<file path="src/sv/pes_pkg.sv">
// pes_pkg: types and constants for the pointer extrapolate / smooth unit.
// Used by the channel interfaces, pes_lane and the top level.
package pes_pkg;

  localparam int POS_W   = 16;
  localparam int STAMP_W = 48;
  localparam int AVG_W   = 32;
  localparam int COEF_W  = 16;
  localparam int REQ_W   = 2;

  // Serial multiplier takes one multiplier bit per step, divider one quotient bit.
  localparam int MUL_STEPS = COEF_W;
  localparam int ACC_W     = 64;
  localparam int DIV_STEPS = ACC_W;
  localparam int STEP_W    = $clog2(DIV_STEPS);
  localparam logic [STEP_W-1:0] MUL_LAST = STEP_W'(MUL_STEPS - 1);
  localparam logic [STEP_W-1:0] DIV_LAST = STEP_W'(DIV_STEPS - 1);

  // Operand widths inside a lane.
  localparam int MCAND_W = STAMP_W + 1;   // signed, holds |dt| or avg delta
  localparam int QUO_W   = POS_W + 2;     // enough for the quotient clamp
  localparam logic [QUO_W-1:0] QUO_CLAMP = QUO_W'(18'h20000);

  localparam logic [COEF_W-1:0] SMOOTH_RESET = COEF_W'(52429);

  localparam logic [REQ_W-1:0] REQ_RECORD  = 2'd0;
  localparam logic [REQ_W-1:0] REQ_PREDICT = 2'd1;
  localparam logic [REQ_W-1:0] REQ_SMOOTH  = 2'd2;

  typedef enum logic [2:0] {
    ST_IDLE,
    ST_PREP,
    ST_MUL,
    ST_DIV,
    ST_FOLD,
    ST_FIN
  } pes_state_e;

  // Where the result of a transaction comes from.
  typedef enum logic [1:0] {
    RK_ZERO,
    RK_NEWEST,
    RK_RAW,
    RK_LANE
  } pes_kind_e;

  typedef struct packed {
    logic load;
    logic mul_step;
    logic div_step;
    logic fold;
  } pes_lane_cmd_t;

endpackage

</file>
<file path="src/sv/pes_req_if.sv">
// pes_req_if: request channel of the pointer unit (valid/ready plus payload).
// Depends on pes_pkg for field widths.
interface pes_req_if;
  import pes_pkg::*;

  logic                      valid;
  logic                      ready;
  logic        [REQ_W-1:0]   req_type;
  logic signed [POS_W-1:0]   pos_x;
  logic signed [POS_W-1:0]   pos_y;
  logic        [STAMP_W-1:0] stamp;

  modport source (output valid, req_type, pos_x, pos_y, stamp, input ready);
  modport sink   (input valid, req_type, pos_x, pos_y, stamp, output ready);
endinterface

</file>
<file path="src/sv/pes_rsp_if.sv">
// pes_rsp_if: result channel of the pointer unit (valid/ready plus payload).
// Depends on pes_pkg for field widths.
interface pes_rsp_if;
  import pes_pkg::*;

  logic                      valid;
  logic                      ready;
  logic signed [POS_W-1:0]   out_x;
  logic signed [POS_W-1:0]   out_y;
  logic        [STAMP_W-1:0] out_stamp;

  modport source (output valid, out_x, out_y, out_stamp, input ready);
  modport sink   (input valid, out_x, out_y, out_stamp, output ready);
endinterface

</file>
<file path="src/sv/pes_lane.sv">
// pes_lane: one axis of arithmetic; bit-serial shift-add multiplier followed by
// a restoring divider, plus the final clamp / blend fold. Depends on pes_pkg.
module pes_lane (
  input  logic                          clk_i,
  input  logic                          rst_ni,
  input  pes_pkg::pes_lane_cmd_t        cmd_i,
  input  logic [pes_pkg::COEF_W-1:0]    ld_mplier_i,
  input  logic signed [pes_pkg::MCAND_W-1:0] ld_mcand_i,
  input  logic [pes_pkg::STAMP_W-1:0]   ld_divisor_i,
  input  logic signed [pes_pkg::POS_W-1:0] ld_base_i,
  input  logic                          ld_neg_i,
  input  logic                          ld_smooth_i,
  output logic signed [pes_pkg::POS_W-1:0] res_o,
  output logic [pes_pkg::AVG_W-1:0]     avg_o
);
  import pes_pkg::*;

  logic [COEF_W-1:0]        mplier_q, mplier_d;
  logic signed [MCAND_W-1:0] mcand_q;
  logic [STAMP_W-1:0]       divisor_q;
  logic signed [POS_W-1:0]  base_q;
  logic                     neg_q, smooth_q;
  logic [ACC_W-1:0]         acc_q, acc_d;
  logic [STAMP_W:0]         rem_q, rem_d;
  logic [QUO_W-1:0]         quo_q, quo_d;
  logic                     big_q, big_d;
  logic signed [POS_W-1:0]  pred_q, pred_d;
  logic [AVG_W-1:0]         avg_q, avg_d;

  logic [STAMP_W:0]         rem_sh;
  logic                     rem_ge;
  logic [QUO_W-1:0]         quo_clamped;
  logic signed [QUO_W:0]    quo_signed;
  logic signed [QUO_W:0]    pred_sum;
  logic [AVG_W-1:0]         avg_round;

  // Multiply / divide step
  always_comb begin
    rem_sh   = {rem_q[STAMP_W-1:0], acc_q[ACC_W-1]};
    rem_ge   = (rem_sh >= {1'b0, divisor_q});
    mplier_d = mplier_q;
    acc_d    = acc_q;
    rem_d    = rem_q;
    quo_d    = quo_q;
    big_d    = big_q;
    if (cmd_i.load) begin
      mplier_d = ld_mplier_i;
      acc_d    = '0;
      rem_d    = '0;
      quo_d    = '0;
      big_d    = 1'b0;
    end else if (cmd_i.mul_step) begin
      mplier_d = {mplier_q[COEF_W-2:0], 1'b0};
      acc_d    = {acc_q[ACC_W-2:0], 1'b0} +
                 (mplier_q[COEF_W-1] ? ACC_W'(mcand_q) : ACC_W'(0));
    end else if (cmd_i.div_step) begin
      acc_d = {acc_q[ACC_W-2:0], 1'b0};
      rem_d = rem_ge ? (rem_sh - {1'b0, divisor_q}) : rem_sh;
      quo_d = {quo_q[QUO_W-2:0], rem_ge};
      big_d = big_q | quo_q[QUO_W-1];
    end
  end

  // Fold: clamp, sign and saturate for predict; blend for smooth
  always_comb begin
    quo_clamped = (big_q || (quo_q > QUO_CLAMP)) ? QUO_CLAMP : quo_q;
    quo_signed  = neg_q ? -$signed({1'b0, quo_clamped}) : $signed({1'b0, quo_clamped});
    pred_sum    = (QUO_W+1)'(base_q) + quo_signed;
    if (pred_sum > (QUO_W+1)'(32767)) begin
      pred_d = 16'sh7fff;
    end else if (pred_sum < -(QUO_W+1)'(32768)) begin
      pred_d = -16'sh8000;
    end else begin
      pred_d = pred_sum[POS_W-1:0];
    end
    // floor((raw*2^32 + D*f) / 2^16) = raw*2^16 + (D*f >>> 16)
    avg_d = {base_q, {(AVG_W-POS_W){1'b0}}} + acc_q[AVG_W+POS_W-1:POS_W];
  end

  always_ff @(posedge clk_i) begin
    mplier_q <= mplier_d;
    acc_q    <= acc_d;
    rem_q    <= rem_d;
    quo_q    <= quo_d;
    big_q    <= big_d;
    if (cmd_i.load) begin
      mcand_q   <= ld_mcand_i;
      divisor_q <= ld_divisor_i;
      base_q    <= ld_base_i;
      neg_q     <= ld_neg_i;
      smooth_q  <= ld_smooth_i;
    end
    if (cmd_i.fold) begin
      pred_q <= pred_d;
      avg_q  <= avg_d;
    end
  end

  // Truncate the Q16.16 average toward zero
  assign avg_round = avg_q + (avg_q[AVG_W-1] ? AVG_W'(16'hffff) : AVG_W'(0));
  assign res_o     = smooth_q ? avg_round[AVG_W-1:AVG_W-POS_W] : pred_q;
  assign avg_o     = avg_q;

  // reset is only used by the assertions below
`ifndef SYNTHESIS
  a_div_after_mul: assert property (@(posedge clk_i) disable iff (!rst_ni)
    cmd_i.div_step |-> !cmd_i.mul_step && !cmd_i.load)
    else $error("lane: divide step overlaps load or multiply");
  a_quo_cleared: assert property (@(posedge clk_i) disable iff (!rst_ni)
    cmd_i.load |=> quo_q == '0 && !big_q && rem_q == '0)
    else $error("lane: divider state not cleared on load");
  a_clamp: assert property (@(posedge clk_i) disable iff (!rst_ni)
    $past(cmd_i.fold) && !smooth_q |-> quo_clamped <= QUO_CLAMP)
    else $error("lane: quotient above clamp");
`endif
endmodule

</file>
<file path="src/sv/pointer_extrapolate_smooth_unit.sv">
// pointer_extrapolate_smooth_unit: pointer predictor and smoother, top level.
// Depends on pes_pkg, pes_req_if, pes_rsp_if and pes_lane.
//
// Keeps the two most recent recorded pointer samples and a Q16.16 moving
// average. A record transaction stores the sample on acceptance and gives no
// result. A predict transaction with two distinct-time samples extrapolates
// both axes in parallel lanes: a 16-step bit-serial multiply of |delta| by |dt|
// followed by a 64-step restoring divide by |vdt|, one quotient bit a cycle.
// A blending smooth transaction runs only the 16-step multiply. Predict without
// usable history and smooth with a zero average go straight to the finish
// state; request type 3 is accepted and gives no result. One transaction is in
// flight at a time; the result sits in an output register, so the next request
// is taken while the previous result waits for the sink. The blend weight is an
// unsigned Q0.16 weight of the old average, written via blend_wt_we_i; the user
// must write it only while the unit is idle, which the block does not enforce.
// It resets to 52429 (about 0.8).
module pointer_extrapolate_smooth_unit (
  input  logic                        clk_i,
  input  logic                        rst_ni,
  input  logic                        blend_wt_we_i,
  input  logic [pes_pkg::COEF_W-1:0]  blend_wt_i,
  pes_req_if.sink                     req_chan,
  pes_rsp_if.source                   rsp_chan
);
  import pes_pkg::*;

  // Configuration
  logic [COEF_W-1:0] smooth_f_q;

  // Tracked pointer history and average
  logic signed [POS_W-1:0] older_x_q, older_y_q, newest_x_q, newest_y_q;
  logic [STAMP_W-1:0]      older_time_q, newest_time_q;
  logic [1:0]              sample_cnt_q;
  logic [AVG_W-1:0]        avg_x_q, avg_y_q;

  // Transaction in flight
  pes_state_e              state_q, state_d;
  logic [STEP_W-1:0]       step_q, step_d;
  logic [REQ_W-1:0]        req_q;
  pes_kind_e               kind_q, kind_d;
  logic signed [POS_W-1:0] px_q, py_q;
  logic [STAMP_W-1:0]      stamp_q;
  logic signed [STAMP_W:0] dt_q, vdt_q;

  // Output register
  logic                    out_valid_q;
  logic signed [POS_W-1:0] out_x_q, out_y_q;
  logic [STAMP_W-1:0]      out_stamp_q;

  logic                    req_fire, slot_free, fin_fire, avg_zero, hist_ok;
  pes_lane_cmd_t           lane_cmd;

  // Lane operands
  logic signed [POS_W:0]     dx, dy;
  logic [STAMP_W-1:0]        dt_abs, vdt_abs;
  logic signed [AVG_W:0]     sdx, sdy;
  logic [COEF_W-1:0]         mpl_x, mpl_y;
  logic signed [MCAND_W-1:0] mc_x, mc_y;
  logic signed [POS_W-1:0]   base_x, base_y;
  logic                      neg_x, neg_y, is_smooth;
  logic signed [POS_W-1:0]   lane_res_x, lane_res_y;
  logic [AVG_W-1:0]          lane_avg_x, lane_avg_y;

  assign req_fire  = req_chan.valid && req_chan.ready;
  assign slot_free = !out_valid_q || rsp_chan.ready;
  assign avg_zero  = (avg_x_q == '0) && (avg_y_q == '0);
  assign hist_ok   = (sample_cnt_q == 2'd2) && (older_time_q != newest_time_q);

  // Next state
  always_comb begin
    state_d = state_q;
    unique case (state_q)
      ST_IDLE: begin
        if (req_fire) begin
          if (req_chan.req_type == REQ_PREDICT) begin
            state_d = hist_ok ? ST_PREP : ST_FIN;
          end else if (req_chan.req_type == REQ_SMOOTH) begin
            state_d = avg_zero ? ST_FIN : ST_PREP;
          end
        end
      end
      ST_PREP: state_d = ST_MUL;
      ST_MUL: begin
        if (step_q == MUL_LAST) begin
          state_d = (req_q == REQ_SMOOTH) ? ST_FOLD : ST_DIV;
        end
      end
      ST_DIV: begin
        if (step_q == DIV_LAST) begin
          state_d = ST_FOLD;
        end
      end
      ST_FOLD: state_d = ST_FIN;
      ST_FIN: begin
        if (slot_free) begin
          state_d = ST_IDLE;
        end
      end
      default: state_d = ST_IDLE;
    endcase
  end

  // State machine outputs
  always_comb begin
    req_chan.ready    = 1'b0;
    lane_cmd          = '0;
    fin_fire          = 1'b0;
    step_d            = '0;
    unique case (state_q)
      ST_IDLE: req_chan.ready = 1'b1;
      ST_PREP: lane_cmd.load = 1'b1;
      ST_MUL: begin
        lane_cmd.mul_step = 1'b1;
        step_d            = (step_q == MUL_LAST) ? '0 : step_q + 1'b1;
      end
      ST_DIV: begin
        lane_cmd.div_step = 1'b1;
        step_d            = step_q + 1'b1;
      end
      ST_FOLD: lane_cmd.fold = 1'b1;
      ST_FIN:  fin_fire = slot_free;
      default: ;
    endcase
  end

  // Result source, decided from the history at acceptance
  always_comb begin
    kind_d = RK_LANE;
    if (req_chan.req_type == REQ_PREDICT) begin
      if (sample_cnt_q == 2'd0) begin
        kind_d = RK_ZERO;
      end else if (!hist_ok) begin
        kind_d = RK_NEWEST;
      end
    end else if (avg_zero) begin
      kind_d = RK_RAW;
    end
  end

  // Operand prep: magnitudes and signs for predict, avg - raw for smooth
  always_comb begin
    is_smooth = (req_q == REQ_SMOOTH);
    dx        = (POS_W+1)'(newest_x_q) - (POS_W+1)'(older_x_q);
    dy        = (POS_W+1)'(newest_y_q) - (POS_W+1)'(older_y_q);
    dt_abs    = dt_q[STAMP_W]  ? STAMP_W'(-dt_q)  : dt_q[STAMP_W-1:0];
    vdt_abs   = vdt_q[STAMP_W] ? STAMP_W'(-vdt_q) : vdt_q[STAMP_W-1:0];
    sdx       = $signed({avg_x_q[AVG_W-1], avg_x_q}) -
                $signed({px_q[POS_W-1], px_q, {(AVG_W-POS_W){1'b0}}});
    sdy       = $signed({avg_y_q[AVG_W-1], avg_y_q}) -
                $signed({py_q[POS_W-1], py_q, {(AVG_W-POS_W){1'b0}}});
    if (is_smooth) begin
      mpl_x  = smooth_f_q;
      mpl_y  = smooth_f_q;
      mc_x   = MCAND_W'(sdx);
      mc_y   = MCAND_W'(sdy);
      base_x = px_q;
      base_y = py_q;
      neg_x  = 1'b0;
      neg_y  = 1'b0;
    end else begin
      mpl_x  = dx[POS_W] ? POS_W'(-dx) : dx[POS_W-1:0];
      mpl_y  = dy[POS_W] ? POS_W'(-dy) : dy[POS_W-1:0];
      mc_x   = $signed({1'b0, dt_abs});
      mc_y   = $signed({1'b0, dt_abs});
      base_x = newest_x_q;
      base_y = newest_y_q;
      neg_x  = dx[POS_W] ^ dt_q[STAMP_W] ^ vdt_q[STAMP_W];
      neg_y  = dy[POS_W] ^ dt_q[STAMP_W] ^ vdt_q[STAMP_W];
    end
  end

  pes_lane u_lane_x (
    .clk_i        (clk_i),
    .rst_ni       (rst_ni),
    .cmd_i        (lane_cmd),
    .ld_mplier_i  (mpl_x),
    .ld_mcand_i   (mc_x),
    .ld_divisor_i (vdt_abs),
    .ld_base_i    (base_x),
    .ld_neg_i     (neg_x),
    .ld_smooth_i  (is_smooth),
    .res_o        (lane_res_x),
    .avg_o        (lane_avg_x)
  );

  pes_lane u_lane_y (
    .clk_i        (clk_i),
    .rst_ni       (rst_ni),
    .cmd_i        (lane_cmd),
    .ld_mplier_i  (mpl_y),
    .ld_mcand_i   (mc_y),
    .ld_divisor_i (vdt_abs),
    .ld_base_i    (base_y),
    .ld_neg_i     (neg_y),
    .ld_smooth_i  (is_smooth),
    .res_o        (lane_res_y),
    .avg_o        (lane_avg_y)
  );

  // Control and history registers
  always_ff @(posedge clk_i or negedge rst_ni) begin
    if (!rst_ni) begin
      state_q       <= ST_IDLE;
      step_q        <= '0;
      smooth_f_q    <= SMOOTH_RESET;
      older_x_q     <= '0;
      older_y_q     <= '0;
      newest_x_q    <= '0;
      newest_y_q    <= '0;
      older_time_q  <= '0;
      newest_time_q <= '0;
      sample_cnt_q  <= '0;
      avg_x_q       <= '0;
      avg_y_q       <= '0;
      out_valid_q   <= 1'b0;
    end else begin
      state_q <= state_d;
      step_q  <= step_d;
      if (blend_wt_we_i) begin
        smooth_f_q <= blend_wt_i;
      end
      // Record: shift history, seed a zero average
      if (req_fire && req_chan.req_type == REQ_RECORD) begin
        older_x_q     <= newest_x_q;
        older_y_q     <= newest_y_q;
        older_time_q  <= newest_time_q;
        newest_x_q    <= req_chan.pos_x;
        newest_y_q    <= req_chan.pos_y;
        newest_time_q <= req_chan.stamp;
        if (sample_cnt_q != 2'd2) begin
          sample_cnt_q <= sample_cnt_q + 2'd1;
        end
        if (avg_zero) begin
          avg_x_q <= {req_chan.pos_x, {(AVG_W-POS_W){1'b0}}};
          avg_y_q <= {req_chan.pos_y, {(AVG_W-POS_W){1'b0}}};
        end
      end
      // Smooth commits its average when the result is handed over
      if (fin_fire && req_q == REQ_SMOOTH) begin
        if (kind_q == RK_RAW) begin
          avg_x_q <= {px_q, {(AVG_W-POS_W){1'b0}}};
          avg_y_q <= {py_q, {(AVG_W-POS_W){1'b0}}};
        end else begin
          avg_x_q <= lane_avg_x;
          avg_y_q <= lane_avg_y;
        end
      end
      if (fin_fire) begin
        out_valid_q <= 1'b1;
      end else if (rsp_chan.ready) begin
        out_valid_q <= 1'b0;
      end
    end
  end

  // Transaction payload capture
  always_ff @(posedge clk_i) begin
    if (req_fire) begin
      req_q   <= req_chan.req_type;
      kind_q  <= kind_d;
      px_q    <= req_chan.pos_x;
      py_q    <= req_chan.pos_y;
      stamp_q <= req_chan.stamp;
      dt_q    <= $signed({1'b0, req_chan.stamp}) - $signed({1'b0, newest_time_q});
      vdt_q   <= $signed({1'b0, newest_time_q}) - $signed({1'b0, older_time_q});
    end
    if (fin_fire) begin
      out_stamp_q <= stamp_q;
      case (kind_q)
        RK_ZERO: begin
          out_x_q <= '0;
          out_y_q <= '0;
        end
        RK_NEWEST: begin
          out_x_q <= newest_x_q;
          out_y_q <= newest_y_q;
        end
        RK_RAW: begin
          out_x_q <= px_q;
          out_y_q <= py_q;
        end
        default: begin
          out_x_q <= lane_res_x;
          out_y_q <= lane_res_y;
        end
      endcase
    end
  end

  assign rsp_chan.valid     = out_valid_q;
  assign rsp_chan.out_x     = out_x_q;
  assign rsp_chan.out_y     = out_y_q;
  assign rsp_chan.out_stamp = out_stamp_q;

`ifndef SYNTHESIS
  a_fin_delivers: assert property (@(posedge clk_i) disable iff (!rst_ni)
    (state_q == ST_FIN && slot_free) |=> rsp_chan.valid && state_q == ST_IDLE)
    else $error("finished transaction not placed in output register");
  a_sample_cnt: assert property (@(posedge clk_i) disable iff (!rst_ni)
    sample_cnt_q != 2'd3)
    else $error("sample count past two");
  a_record_quiet: assert property (@(posedge clk_i) disable iff (!rst_ni)
    (req_fire && req_chan.req_type == REQ_RECORD) |=> state_q == ST_IDLE)
    else $error("record transaction started a computation");
  a_predict_path: assert property (@(posedge clk_i) disable iff (!rst_ni)
    (req_fire && req_chan.req_type == REQ_PREDICT && hist_ok) |=> state_q == ST_PREP)
    else $error("predict with history skipped the lanes");
  a_mul_len: assert property (@(posedge clk_i) disable iff (!rst_ni)
    (state_q == ST_MUL && step_q != MUL_LAST) |=> state_q == ST_MUL)
    else $error("multiply left early");
`endif
endmodule
</file>
<file path="src/flat_wrapper.sv">
// flat-port wrapper written by rule: the top's interface ports become plain ports
module pointer_extrapolate_smooth_unit_flat import pes_pkg::*;
  (clk_i, rst_ni, blend_wt_we_i, blend_wt_i, req_chan_valid, req_chan_req_type, req_chan_pos_x, req_chan_pos_y, req_chan_stamp, req_chan_ready, rsp_chan_valid, rsp_chan_out_x, rsp_chan_out_y, rsp_chan_out_stamp, rsp_chan_ready);
  pes_req_if req_chan_i ();
  pes_rsp_if rsp_chan_i ();
  input  logic clk_i;
  input  logic rst_ni;
  input  logic blend_wt_we_i;
  input  logic [pes_pkg::COEF_W-1:0] blend_wt_i;
  input wire logic [$bits(req_chan_i.valid)-1:0] req_chan_valid;
  input wire logic [$bits(req_chan_i.req_type)-1:0] req_chan_req_type;
  input wire logic [$bits(req_chan_i.pos_x)-1:0] req_chan_pos_x;
  input wire logic [$bits(req_chan_i.pos_y)-1:0] req_chan_pos_y;
  input wire logic [$bits(req_chan_i.stamp)-1:0] req_chan_stamp;
  output wire logic [$bits(req_chan_i.ready)-1:0] req_chan_ready;
  output wire logic [$bits(rsp_chan_i.valid)-1:0] rsp_chan_valid;
  output wire logic [$bits(rsp_chan_i.out_x)-1:0] rsp_chan_out_x;
  output wire logic [$bits(rsp_chan_i.out_y)-1:0] rsp_chan_out_y;
  output wire logic [$bits(rsp_chan_i.out_stamp)-1:0] rsp_chan_out_stamp;
  input wire logic [$bits(rsp_chan_i.ready)-1:0] rsp_chan_ready;
  assign req_chan_i.valid = req_chan_valid;
  assign req_chan_i.req_type = req_chan_req_type;
  assign req_chan_i.pos_x = req_chan_pos_x;
  assign req_chan_i.pos_y = req_chan_pos_y;
  assign req_chan_i.stamp = req_chan_stamp;
  assign req_chan_ready = req_chan_i.ready;
  assign rsp_chan_valid = rsp_chan_i.valid;
  assign rsp_chan_out_x = rsp_chan_i.out_x;
  assign rsp_chan_out_y = rsp_chan_i.out_y;
  assign rsp_chan_out_stamp = rsp_chan_i.out_stamp;
  assign rsp_chan_i.ready = rsp_chan_ready;
  pointer_extrapolate_smooth_unit u_core (.clk_i(clk_i), .rst_ni(rst_ni), .blend_wt_we_i(blend_wt_we_i), .blend_wt_i(blend_wt_i), .req_chan(req_chan_i), .rsp_chan(rsp_chan_i));
endmodule
</file>
<file path="config.mk">
export PLATFORM = sky130hd
export DESIGN_NAME = pointer_extrapolate_smooth_unit_flat
export DESIGN_NICKNAME = d
export VERILOG_FILES = /design/src/sv/pes_pkg.sv /design/src/sv/pes_req_if.sv /design/src/sv/pes_rsp_if.sv /design/src/sv/pes_lane.sv /design/src/sv/pointer_extrapolate_smooth_unit.sv /design/src/flat_wrapper.sv
export SDC_FILE = /design/constraint.sdc
export NUM_CORES = 2
export LEC_CHECK = 0
export ABC_AREA = 1
export ABC_CLOCK_PERIOD_IN_PS = 9220
export BUFFER_PORTS_ARGS = -buffer_cell sky130_fd_sc_hd__buf_2
export CORE_MARGIN = 2
export CORE_UTILIZATION = 44
export DETAILED_ROUTE_END_ITERATION = 10
export SLEW_MARGIN = 20
export SYNTH_ARGS = -nofsm -noshare
export SYNTH_HDL_FRONTEND = slang
export SYNTH_SLANG_ARGS = --single-unit
</file>
<file path="constraint.sdc">
create_clock -name clk_i -period 9.22 [get_ports clk_i]
set_input_delay 0.461 -clock clk_i [delete_from_list [all_inputs] [get_ports clk_i]]
set_output_delay 0.461 -clock clk_i [all_outputs]
set_load 0.1 [all_outputs]
</file>
==> flow_results.xml <==
<?xml version="1.0" encoding="UTF-8"?>
<metrics>
  <group name="outcome">
    <metric name="run_status" unit="">finished clean</metric>
  </group>
  <group name="clock_network">
    <metric name="inserted_clock_buffers" unit="">132</metric>
    <metric name="clock-sinks" unit="">1085</metric>
    <metric name="clock_insertion_delay_worst_skew" unit="ps">810</metric>
    <metric name="htree_levels" unit="">4</metric>
    <metric name="clock_tree.buffer_depth" unit="">3</metric>
    <metric name="postCtsSetupBuffers" unit="">0</metric>
    <metric name="cts_repair_resize_count" unit="">0</metric>
    <metric name="clk_root_buffer_cell" unit="">clkbuf_16</metric>
    <metric name="clock_tree_from_tritoncts" unit="">done</metric>
    <metric name="path_clk_slew" unit="ps">60</metric>
    <metric name="holdBufCountCts" unit="">98</metric>
  </group>
  <group name="critical_path">
    <metric name="cp_slowest_stage_delay" unit="ps">550</metric>
    <metric name="crit_path_start_kind" unit="">flop</metric>
    <metric name="critPathSlowestCell" unit="">o311ai_0</metric>
    <metric name="crit_path_frequent_cell" unit="">nand2_1</metric>
    <metric name="timing_worst_setup_path_type" unit="">reg -&gt; reg</metric>
    <metric name="worst_ep_required_time" unit="ps">9730</metric>
    <metric name="worst_path_maximum_fanout" unit="">15</metric>
    <metric name="crit_chain" unit="">inv_1, nand2_1, nor3_1, nand3_1, nand2_1, clkinv_1, nor2_1, inv_1, ha_1, nand3_1, a21oi_1, or2_2, xor2_1, ha_1, nand2_1, nor2_1, nand2_1, o311ai_0, inv_1, nand2_1, nand3_1, nand2_1, nand2_1</metric>
    <metric name="reg2reg_depth" unit="">23</metric>
    <metric name="critPathCaptureType" unit="">flop</metric>
    <metric name="crit_arrival" unit="ps">5910</metric>
  </group>
  <group name="finish">
    <metric name="most-common-layout-cells" unit="">nand2_1, inv_1, nor2_1, a21oi_1, o21ai_0</metric>
    <metric name="nFillCells" unit="">17455</metric>
    <metric name="final_net_count" unit="">11390</metric>
    <metric name="fraction_of_final_layout_cells_with_drive_strength_greater_than_1" unit="%">5.43</metric>
    <metric name="final_common_cell" unit="">nand2_1</metric>
    <metric name="flow.area_growth_from_synthesis" unit="%">11.6</metric>
  </group>
  <group name="global_routing">
    <metric name="grt_pass1_vias" unit="">69264</metric>
    <metric name="grt_remaining_overflow" unit="">0</metric>
    <metric name="largest_net_degree_at_the_start_of_global_routing" unit="">182</metric>
    <metric name="grtUsageTotal" unit="%">30.7</metric>
    <metric name="grt_first_pass_wirelength" unit="um">422000</metric>
    <metric name="grt_antenna_before_repair" unit="">19</metric>
  </group>
  <group name="routing">
    <metric name="drt_iter0_markers" unit="">7498</metric>
    <metric name="drt_pre_antenna_iters" unit="">8</metric>
    <metric name="totalWireLength" unit="um">280000</metric>
    <metric name="viasPerCell" unit="">5.56</metric>
    <metric name="final_antenna_net_count" unit="">0</metric>
    <metric name="dr_wl_met3" unit="um">18300</metric>
    <metric name="met1Wirelength" unit="um">132000</metric>
    <metric name="total_length_of_routed_met2_wires" unit="um">120000</metric>
    <metric name="post_drt_wl_per_cell" unit="um">21.2</metric>
    <metric name="top_layer" unit="">met5</metric>
    <metric name="vias" unit="">73598</metric>
    <metric name="drc_errors" unit="">0</metric>
  </group>
  <group name="placed_design">
    <metric name="hpwl" unit="um">222000</metric>
    <metric name="numPortBuffers" unit="">184</metric>
    <metric name="routabilityCongestion" unit="">1.00</metric>
  </group>
  <group name="run">
    <metric name="maxCapViolations" unit="">0</metric>
  </group>
  <group name="logic_synthesis">
    <metric name="synth_top_cells_by_area" unit="">edfxtp_1, nand2_1, ha_1</metric>
    <metric name="syn_nets" unit="">11167</metric>
    <metric name="yosys.cell_types.count" unit="">63</metric>
    <metric name="ys_seq_area_share" unit="%">37.5</metric>
    <metric name="synth_top_area_share" unit="%">22.4</metric>
    <metric name="syn-cell-area" unit="mm^2">0.0766</metric>
    <metric name="synth_enable_flop_cells" unit="">571</metric>
    <metric name="synth.avg_cell_area" unit="um^2">7.25</metric>
    <metric name="ys_seq_elements" unit="">1085</metric>
    <metric name="yosysTopAreaCell" unit="">edfxtp_1</metric>
    <metric name="synthesis.yosys.warnings" unit="">0</metric>
    <metric name="synth-main-ff-cell" unit="">edfxtp_1</metric>
    <metric name="syn_inst" unit="">10559</metric>
    <metric name="asyncSetResetFlopFracSynth" unit="%">23.2</metric>
  </group>
  <group name="die">
    <metric name="die-area" unit="mm^2">0.177</metric>
    <metric name="die_h" unit="um">421</metric>
    <metric name="initial_utilization" unit="%">44.2</metric>
    <metric name="io_pins" unit="">185</metric>
    <metric name="core.rowCount" unit="">153</metric>
    <metric name="die_width" unit="um">421</metric>
    <metric name="floorplan.core_area" unit="mm^2">0.173</metric>
  </group>
  <group name="pwr">
    <metric name="power" unit="mW">10.6</metric>
    <metric name="cellPowerDensity" unit="mW/mm^2">124</metric>
    <metric name="leakage" unit="nW">37.8</metric>
    <metric name="irDropWorstVdd" unit="mV">0.173</metric>
  </group>
  <group name="sta">
    <metric name="timing.final.crit_share" unit="%">58.6</metric>
    <metric name="setup_total_negative_slack" unit="ps">0</metric>
    <metric name="max_clock_freq" unit="MHz">185</metric>
    <metric name="maxSlewHeadroom" unit="%">19.6</metric>
    <metric name="clock-skew-final" unit="ps">32.8</metric>
    <metric name="rsz0062_at_grt" unit="">no</metric>
    <metric name="finalWorstPathRequiredPeriod" unit="ps">5400</metric>
    <metric name="setup_violations_final" unit="">0</metric>
    <metric name="final_hold_viol_count" unit="">0</metric>
    <metric name="maxSlewViolCount" unit="">0</metric>
    <metric name="tightest_slew" unit="ps">1190</metric>
  </group>
  <group name="min_path">
    <metric name="whs_path_depth" unit="">1</metric>
    <metric name="hold_class" unit="">in -&gt; reg</metric>
  </group>
</metrics>
-- power breakdown --
part           internal, mW  total, mW  switching [mW]
sequential             5.07       5.08         0.00577
combinational        0.0693      0.178           0.109
clock                  3.11       5.37            2.26
-- layer usage --
layer | vias up | track usage [%]
li1 | 35690 | -
met1 | 34951 | 44.8
met2 | 2546 | 47.2
met3 | 387 | 4.17
met4 | 24 | 8.84
met5 | - | 0
-- cells by family (layout without fill, tap and decap cells) --
kind of cell,Yosys count,after routing,share of synthesized area (%)
other cells,0,17,0
simple gates,4609,4609,25.3
xor+xnor,306,306,3.50
mux,16,16,0.235
compound gates,2259,2259,16.3
buf+inv,1779,2113,8.87
fa+ha+maj,505,505,8.39
flops,1085,1085,37.5
-- Yosys cell counts (all sizes together) (2+ instances only) --
cell	instances
nor3	131
and3	5
a2bb2oi	24
o41ai	3
a31oi	152
dfxtp	262
edfxtp	571
clkinv	4
or2	72
o21bai	55
ha	491
a21o	50
a21boi	38
o211ai	54
buf	73
and2	11
inv	1511
o311ai	5
xnor2	103
a211oi	9
dfstp	9
mux2	16
nand4	115
nor2	1031
nand2b	2
nand3b	101
o31ai	17
o221ai	7
o22ai	54
nand2	2459
nand3	628
dfrtp	243
o21ai	870
nor3b	2
a311oi	2
fa	14
xor2	203
o21a	51
nor4	50
o2111ai	5
clkbuf	191
a21oi	858
-- sequential cells by signal, summed over array words and instances, names as in the netlist, 18 cells and up --
register,cells
u_core.u_lane_x.acc_q,64
u_core.u_lane_y.acc_q,64
u_core.dt_q,49
u_core.u_lane_x.mcand_q,49
u_core.u_lane_y.mcand_q,49
u_core.vdt_q,49
u_core.newest_time_q,48
u_core.older_time_q,48
u_core.rsp_chan.out_stamp,48
u_core.stamp_q,48
u_core.u_lane_x.divisor_q,48
u_core.u_lane_x.rem_q,48
u_core.u_lane_y.rem_q,48
u_core.avg_x_q,32
u_core.avg_y_q,32
u_core.u_lane_x.avg_o,32
u_core.u_lane_y.avg_o,32
u_core.u_lane_x.quo_q,18
u_core.u_lane_y.quo_q,18
-- per-stage QoR --
step           std cells  util [%]  area (um^2)  hold slack, ps  setup slack (ps)
2_1_floorplan      10559         -        76600             165              1130
3_3_place_gp       12874      46.1        80000             401              3770
3_5_place_dp       12874      46.1        80000             405              3870
4_1_cts            13217      49.2        85400            14.6              3840
5_1_grt            13233      49.3        85500            12.6              3200
6_report           13235      49.3        85500            55.1              3820
-- worst max-delay path, delay by kind of cell (launching register included) --
family / cells / cell delay (ps)
simple gates: 14 / 2690
buf+inv: 4 / 720
compound gates: 2 / 640
fa+ha+maj: 2 / 610
flops: 1 / 310
xor+xnor: 1 / 160
-- worst paths after layout --
path                                            from  slack (ps)                      endpoint
setup reg to reg           u_core.u_lane_x.quo_q[13]        3820     u_core.u_lane_x.pred_q[0]
hold / removal                     req_chan_pos_x[0]          60                u_core.px_q[0]
hold reg to reg                    u_core.stamp_q[4]         420  u_core.rsp_chan.out_stamp[4]
setup / recovery           u_core.u_lane_x.quo_q[13]        3820     u_core.u_lane_x.pred_q[0]
min in group asynchronous                     rst_ni         240           u_core.older_x_q[0]
max in group asynchronous                     rst_ni        7460        u_core.older_time_q[1]
-- cell type report --
class / instances / area, um^2 / area share, %
clock buffer: 172 / 3640 / 4.26
multi-input combinational: 7695 / 41200 / 48.2
antenna: 17 / 42.5 / 0.0498
sequential: 1085 / 28700 / 33.6
inverter: 1515 / 5690 / 6.66
timing repair buffer: 353 / 2470 / 2.89
tap: 2325 / 2910 / 3.40
clock inverter: 73 / 826 / 0.966
Power figures use the tool's default switching activity.
